## config.mk

```make
export PLATFORM = sky130hd
export DESIGN_NAME = gf2m_arithmetic_unit_core
export DESIGN_NICKNAME = d
export VERILOG_FILES = /design/src/hw/rtl/gfau_pkg.sv /design/src/hw/rtl/gfau_mul.sv /design/src/hw/rtl/gf2m_arithmetic_unit_core.sv
export SDC_FILE = /design/constraint.sdc
export NUM_CORES = 1
export LEC_CHECK = 0
export BUFFER_PORTS_ARGS = -buffer_cell sky130_fd_sc_hd__buf_2
export CAP_MARGIN = 20
export CORE_UTILIZATION = 55
export CTS_CLUSTER_SIZE = 20
export DETAILED_ROUTE_END_ITERATION = 12
export GPL_TIMING_DRIVEN = 1
export HOLD_SLACK_MARGIN = 0.15
export PLACE_DENSITY = 0.77
export SYNTH_ARGS = -nofsm -noshare
export SYNTH_HDL_FRONTEND = slang
export SYNTH_SLANG_ARGS = --single-unit
```

## constraint.sdc

```tcl
create_clock -name clk -period 13.2 [get_ports clk]
set_input_delay 1.98 -clock clk [delete_from_list [all_inputs] [get_ports clk]]
set_output_delay 1.98 -clock clk [all_outputs]
set_load 0.01 [all_outputs]
```

## src/hw/rtl/gfau_pkg.sv

```systemverilog
`timescale 1ns / 1ps
// ----------------------------------------------------------------------------
// gfau_pkg
// Types and fixed constants of the GF(2^m) arithmetic unit.
// ----------------------------------------------------------------------------
package gfau_pkg;

	localparam int FIELD_W   = 64;
	localparam int DEG_W     = 7;
	localparam int CFG_IDX_W = 2;

	localparam logic [FIELD_W-1:0] POLY_RESET   = 64'd27;
	localparam logic [DEG_W-1:0]   DEGREE_RESET = 7'd64;

	localparam logic [CFG_IDX_W-1:0] REG_POLY   = 2'd0;
	localparam logic [CFG_IDX_W-1:0] REG_DEGREE = 2'd1;

	typedef enum logic [1:0] {
		CMD_MUL = 2'd0,
		CMD_POW = 2'd1,
		CMD_INV = 2'd2,
		CMD_DIV = 2'd3
	} cmd_t;

endpackage

```

## src/hw/rtl/gfau_mul.sv

```systemverilog
`timescale 1ns / 1ps
// ----------------------------------------------------------------------------
// gfau_mul
// Bit-serial GF(2^m) multiplier: one multiplier bit per cycle, reduce per shift.
// ----------------------------------------------------------------------------
module gfau_mul #(
	parameter int W  = 64,
	parameter int MW = $clog2(W + 1)
) (
	input  logic          clk,
	input  logic          arst_n,
	input  logic          start,
	input  logic [W-1:0]  op_a,
	input  logic [W-1:0]  op_b,
	input  logic [W-1:0]  poly,
	input  logic [W-1:0]  mask,
	input  logic [W-1:0]  top,
	input  logic [MW-1:0] last_idx,
	output logic          done,
	output logic [W-1:0]  product
);

	logic          running_q;
	logic          done_q;
	logic [MW-1:0] cnt_q;
	logic [W-1:0]  acc_q;
	logic [W-1:0]  t_q;
	logic [W-1:0]  b_q;
	logic          hi;
	logic [W-1:0]  t_next;

	assign hi     = |(t_q & top);
	assign t_next = ({t_q[W-2:0], 1'b0} & mask) ^ (hi ? poly : '0);

	always_ff @(posedge clk or negedge arst_n) begin
		if (!arst_n) begin
			running_q <= 1'b0;
			done_q    <= 1'b0;
			cnt_q     <= '0;
		end else begin
			done_q <= 1'b0;
			if (start) begin
				running_q <= 1'b1;
				cnt_q     <= '0;
			end else if (running_q) begin
				cnt_q <= cnt_q + MW'(1);
				if (cnt_q == last_idx) begin
					running_q <= 1'b0;
					done_q    <= 1'b1;
				end
			end
		end
	end

	always_ff @(posedge clk) begin
		if (start) begin
			acc_q <= '0;
			t_q   <= op_a;
			b_q   <= op_b;
		end else if (running_q) begin
			acc_q <= acc_q ^ (b_q[0] ? t_q : '0);
			t_q   <= t_next;
			b_q   <= {1'b0, b_q[W-1:1]};
		end
	end

	assign done    = done_q;
	assign product = acc_q;

endmodule

```

## src/hw/rtl/gf2m_arithmetic_unit_core.sv

```systemverilog
`timescale 1ns / 1ps
// Each field multiply runs on the single bit-serial multiplier. Multiply
// needs 1 such multiply; power up to 2*bitlen(exponent)-1; reciprocal 2m-2
// (m >= 2) and divide one more.
// One item at a time: start is taken while busy is low, result_valid pulses once.
// Reset returns the sequencer to idle, reduction_poly to 27 and field_degree to 64.
// ----------------------------------------------------------------------------
// gf2m_arithmetic_unit_core
// GF(2^m) multiply, power, reciprocal and divide over a bit-serial multiplier.
// ----------------------------------------------------------------------------
module gf2m_arithmetic_unit_core
	import gfau_pkg::*;
#(
	parameter int MAX_DEGREE = 64
) (
	input  logic                 clk,
	input  logic                 arst_n,
	input  logic                 start,
	output logic                 busy,
	input  logic [1:0]           command,
	input  logic [FIELD_W-1:0]   operand_a,
	input  logic [FIELD_W-1:0]   operand_b,
	output logic [FIELD_W-1:0]   result,
	output logic                 result_valid,
	input  logic                 cfg_valid,
	output logic                 cfg_ready,
	input  logic [CFG_IDX_W-1:0] cfg_index,
	input  logic [FIELD_W-1:0]   cfg_data
);

	localparam int W  = MAX_DEGREE;
	localparam int MW = $clog2(W + 1);

	typedef enum logic [4:0] {
		ST_IDLE  = 5'b00001,
		ST_STEP  = 5'b00010,
		ST_MACC  = 5'b00100,
		ST_MSQR  = 5'b01000,
		ST_FINAL = 5'b10000
	} state_t;

	state_t               state_q;
	logic [FIELD_W-1:0]   poly_cfg_q;
	logic [DEG_W-1:0]     deg_q;
	cmd_t                 cmd_q;
	logic [W-1:0]         a_q;
	logic [W-1:0]         acc_q;
	logic [W-1:0]         base_q;
	logic [FIELD_W-1:0]   e_q;
	logic [W-1:0]         mask_q;
	logic [W-1:0]         top_q;
	logic [W-1:0]         poly_q;
	logic [MW-1:0]        last_q;
	logic [FIELD_W-1:0]   result_q;
	logic                 result_valid_q;

	logic [MW-1:0]        m_eff;
	logic [W-1:0]         mask_c;
	logic [W-1:0]         top_c;
	logic [W-1:0]         a_in;
	logic [W-1:0]         b_el;
	logic [FIELD_W-1:0]   inv_e;
	logic                 accept;
	logic                 e_nz;
	logic                 mul_start;
	logic [W-1:0]         mul_a;
	logic [W-1:0]         mul_b;
	logic                 mul_done;
	logic [W-1:0]         mul_prod;

	assign accept    = start && (state_q == ST_IDLE);
	assign busy      = (state_q != ST_IDLE);
	assign cfg_ready = 1'b1;

	// Clamp the degree into 1..MAX_DEGREE.
	always_comb begin
		if (deg_q == '0)
			m_eff = MW'(1);
		else if (deg_q > DEG_W'(MAX_DEGREE))
			m_eff = MW'(MAX_DEGREE);
		else
			m_eff = MW'(deg_q);
		for (int i = 0; i < W; i++) begin
			mask_c[i] = (MW'(i) < m_eff);
			top_c[i]  = (MW'(i) == (m_eff - MW'(1)));
		end
	end

	assign a_in  = operand_a[W-1:0] & mask_c;
	assign b_el  = operand_b[W-1:0] & mask_c;
	// 2^m - 2: every element bit set but bit 0
	assign inv_e = FIELD_W'(mask_c & ~W'(1));

	assign e_nz      = |e_q;
	assign mul_start = (state_q == ST_STEP) &&
		(e_nz || (cmd_q == CMD_MUL) || (cmd_q == CMD_DIV));
	assign mul_a     = !e_nz ? a_q : (e_q[0] ? acc_q : base_q);
	assign mul_b     = !e_nz ? acc_q : base_q;

	gfau_mul #(
		.W  (W),
		.MW (MW)
	) u_mul (
		.clk      (clk),
		.arst_n   (arst_n),
		.start    (mul_start),
		.op_a     (mul_a),
		.op_b     (mul_b),
		.poly     (poly_q),
		.mask     (mask_q),
		.top      (top_q),
		.last_idx (last_q),
		.done     (mul_done),
		.product  (mul_prod)
	);

	always_ff @(posedge clk or negedge arst_n) begin
		if (!arst_n) begin
			poly_cfg_q <= POLY_RESET;
			deg_q      <= DEGREE_RESET;
		end else if (cfg_valid && cfg_ready) begin
			case (cfg_index)
				REG_POLY:   poly_cfg_q <= cfg_data;
				REG_DEGREE: deg_q      <= cfg_data[DEG_W-1:0];
				default: ;
			endcase
		end
	end

	always_ff @(posedge clk or negedge arst_n) begin
		if (!arst_n) begin
			state_q        <= ST_IDLE;
			result_valid_q <= 1'b0;
		end else begin
			result_valid_q <= 1'b0;
			case (state_q)
				ST_IDLE: begin
					if (accept) state_q <= ST_STEP;
				end
				ST_STEP: begin
					if (e_nz)
						state_q <= e_q[0] ? ST_MACC : ST_MSQR;
					else if (mul_start)
						state_q <= ST_FINAL;
					else begin
						state_q        <= ST_IDLE;
						result_valid_q <= 1'b1;
					end
				end
				ST_MACC: begin
					if (mul_done) state_q <= ST_STEP;
				end
				ST_MSQR: begin
					if (mul_done) state_q <= ST_STEP;
				end
				ST_FINAL: begin
					if (mul_done) begin
						state_q        <= ST_IDLE;
						result_valid_q <= 1'b1;
					end
				end
				default: state_q <= ST_IDLE;
			endcase
		end
	end

	always_ff @(posedge clk) begin
		case (state_q)
			ST_IDLE: begin
				if (accept) begin
					cmd_q  <= cmd_t'(command);
					a_q    <= a_in;
					mask_q <= mask_c;
					top_q  <= top_c;
					poly_q <= poly_cfg_q[W-1:0] & mask_c;
					last_q <= m_eff - MW'(1);
					case (cmd_t'(command))
						CMD_MUL: begin
							// run the final multiply straight away
							e_q    <= '0;
							acc_q  <= b_el;
							base_q <= a_in;
						end
						CMD_POW: begin
							e_q    <= operand_b;
							acc_q  <= W'(1);
							base_q <= a_in;
						end
						CMD_INV: begin
							e_q    <= inv_e;
							acc_q  <= W'(1);
							base_q <= a_in;
						end
						CMD_DIV: begin
							e_q    <= inv_e;
							acc_q  <= W'(1);
							base_q <= b_el;
						end
						default: begin
							e_q    <= '0;
							acc_q  <= W'(1);
							base_q <= a_in;
						end
					endcase
				end
			end
			ST_STEP: begin
				if (!e_nz && !mul_start) result_q <= FIELD_W'(acc_q);
			end
			ST_MACC: begin
				if (mul_done) begin
					acc_q  <= mul_prod;
					e_q[0] <= 1'b0;
				end
			end
			ST_MSQR: begin
				if (mul_done) begin
					base_q <= mul_prod;
					e_q    <= {1'b0, e_q[FIELD_W-1:1]};
				end
			end
			ST_FINAL: begin
				if (mul_done) result_q <= FIELD_W'(mul_prod);
			end
			default: ;
		endcase
	end

	assign result       = result_q;
	assign result_valid = result_valid_q;

endmodule

```

==> flow_summary.toml <==
[outcome]
status = "finished, final reports clean"

[timing]
final-hold-violation-count = 0
final.min_clock_period_ps = 4360
fmax_mhz = 229
finalCritPeriodShare_pct = 33.0
fin_tns_setup_ps = 0
skew_ps = 28.9
setup_viol = 0
max_slew_margin_pct = 9.24
maxSlewViolCount = 0
tightest_slew_ps = 1360
rsz0062_at_grt = "false"

[clock_tree]
cts_tree = "yes"
cts_buffers = 84
cts.sinks = 798
cts_setup_buffers = 0
clockRootBuffer = "clkbuf_16"
htreeDepth = 3
clk_latency_ps = 660
ctsResizeCount = 0
clk_pin_slew_ps = 60
clockBufferDepth = 3
postCtsHoldBufs = 0

[setup_path]
cp.required_ps = 13530
worst_path_max_delay_cell = "nor4_1"
critPathMaxFanout = 87
path_delay_family = "simple AND/OR/NAND/NOR gates"
rr_startpoint = "e_q[34]$_DFFE_PP_"
reg2reg_depth = 9
crit_type = "flop to flop"
r2r-end = "u_mul.t_q[38]$_DFFE_PP_"
path_cells = "nor4_1 > nand4_1 > nor4_4 > a21oi_4 > buf_4 > buf_4 > buf_4 > a31oi_1 > a22oi_1"
end_kind = "flop"
arrival_ps = 4690
cpPeakStageDelay_ps = 600
path_buf_inv = 3
reg2reg_slack_ps = 8840
critPathLaunchType = "flop"
cp_common_cell = "buf_4"

[placed_design]
hpwl_um = 68400
portBuffers = 265
routabilityCongestion = 0.945
numPlacedInstances = 3867

[synth]
syn_nets = 3119
synthArstFlopShare_pct = 10.8
synth_cells = 2914
yosysSeqAreaShare_pct = 63.3
synth_xor_area_share_pct = 1.91
synth_mux_area_share_pct = 6.67
yosysWarnings = 0
synth_compound_area_share_pct = 13.6
yosys.area_share.simple_pct = 11.7
synthAdderAreaFrac_pct = 0.173
synth_flop_cell = "edfxtp_1"
synth_edf_count = 648
ys_ff_latch = 798
synthDistinctLibCells = 57
synth_area_sq_mm = 0.0362
synth_top_family_by_area = "compound AO/OA/AOI/OAI gates"
syn_avg_cell_area_sq_um = 12.4

[layout]
final_common_cell = "edfxtp_1"
nets = 3303
final_cell_mix = "edfxtp_1, nor2_1, buf_2, nand2_1, a21oi_1"
fin_cells = 4024
area_growth_pct = 13.4
drive_gt1_share_pct = 19.1
fin_util_pct = 63.4

[route]
wire_per_inst_um = 27.1
drtIter0Drc = 3652
drt-pass1-iter-count = 6
via_per_inst = 6.66
routed_wl_um = 109000
ant_nets = 0
num_vias = 26790
drc = 0

[power]
p_leak_nw = 15.1
clkPwrFrac_pct = 24.4
p_per_area_mw_per_mm2 = 242
sw_frac_of_total_pct = 35.2
p_int_mw = 6.43
pwr-share-comb_pct = 27.1
ir_drop_uv = 183
p_seq_share_pct = 48.5
switching_power_mw = 3.50

[hold_path]
min_path_type = "flop to flop"
hold_depth = 1
min_from = "poly_cfg_q[57]$_DFFE_PN0P_"
hold_path_end = "poly_cfg_q[57]$_DFFE_PN0P_"

[global_routing]
first_global_vias = 25965
grt_pass1_wl_um = 162000
grt.total_usage_pct = 32.4
grt_max_degree = 195
antenna_found_initial = 3
grt-ovfl-total = 0

[run]
maxCapViolCount = 0

[floorplan]
dieHeight_um = 258
fp.coreArea_sq_mm = 0.0647
initial_core_util_pct = 55.9
ios = 267
rows = 93
dieArea_sq_mm = 0.0668
die_w_um = 258
[sequential cells by signal, summed over array words and instances, names as in the netlist, 2 cells and up]
signal / cells
a_q: 64
acc_q: 64
base_q: 64
cmd_q: 2
deg_q: 7
e_q: 64
last_q: 7
mask_q: 63
poly_cfg_q: 64
poly_q: 64
result: 64
state_q: 5
top_q: 64
u_mul.b_q: 64
u_mul.cnt_q: 7
u_mul.product: 64
u_mul.t_q: 64
[logic make-up after synthesis]
logic type,after synthesis
AND/OR/NAND/NOR,897
flip-flops,798
AO/OA/AOI/OAI,678
buffers and inverters,232
multiplexers,224
XOR/XNOR,79
adder cells (fa/ha/maj),5
other,1
[cell type report]
| cell class | count | area (sq um) |
|---|---|---|
| sequential | 798 | 22900 |
| clock buffer | 111 | 2340 |
| antenna | 1 | 2.50 |
| timing repair buffer | 309 | 1710 |
| inverter | 21 | 81.3 |
| tap | 855 | 1070 |
| multi-input combinational | 1884 | 12400 |
| clock inverter | 45 | 472 |
| fill | 4905 | 23700 |
[power groups by stage]
stage	Sequential, mW	Combinational [mW]	Clock, mW
after global routing	4.88	2.91	2.53
after global placement	4.75	2.53	0
after detailed placement	4.82	2.63	0
final	4.81	2.69	2.42
after floorplan	4.61	1.86	0
after CTS	4.77	2.66	2.43
[metal layers]
metal  track usage, %  wire length [um]  vias up
li1                 -                 -    11414
met1             42.8             39200    13121
met2             51.7             51400     1924
met3             6.65             13300      329
met4             14.8              5300        2
met5                0                16        -
[cells in the mapped netlist (all sizes together) (64+ instances only)]
cell	number	area share, %
nor2	322	3.3
a21o	82	1.7
mux2	135	4.2
a221oi	124	3.0
a22oi	64	1.3
mux2i	89	2.5
dfrtp	80	5.5
nand2	245	2.5
dfxtp	64	3.5
nor3b	65	1.3
edfxtp	648	54
a31oi	65	1.1
a21oi	151	2.1
and2	123	2.1
xor2	68	1.6
clkbuf	160	1.7
a32o	64	1.8
[worst max path at each step]
stage                      startpoint                      end  slack (ps)  cells past startpoint
3_3_place_gp                    start     base_q[34]$_DFFE_PP_        8630                      5
5_1_grt        state_q[3]$_DFFE_PN0P_  u_mul.t_q[38]$_DFFE_PP_        8590                      8
6_report            e_q[34]$_DFFE_PP_  u_mul.t_q[38]$_DFFE_PP_        8840                      9
3_5_place_dp                    start     base_q[43]$_DFFE_PP_        8670                      5
2_1_floorplan                   start         a_q[0]$_DFFE_PP_        3880                      2
4_1_cts             e_q[34]$_DFFE_PP_  u_mul.t_q[38]$_DFFE_PP_        8950                      9
[worst reg2reg max path: stages (launching register included)]
cell and delay, ps:
edfxtp_1 390, nor4_1 600, nand4_1 410, nor4_4 540, a21oi_4 100, buf_4 380, buf_4 540, buf_4 550
a31oi_1 410, a22oi_1 130
[stage by stage]
step / area [sq um] / hold WS [ps] / total power, mW / worst slack (ps)
finish: 41000 / 498 / 9.93 / 8840
floorplan: 36200 / 472 / 6.46 / 3880
global placement: 38200 / 484 / 7.28 / 8630
detailed placement: 38200 / 488 / 7.44 / 8670
CTS: 41000 / 501 / 9.86 / 8950
global route: 41000 / 522 / 10.3 / 8590
No activity file was read; power rests on OpenSTA's default activity.
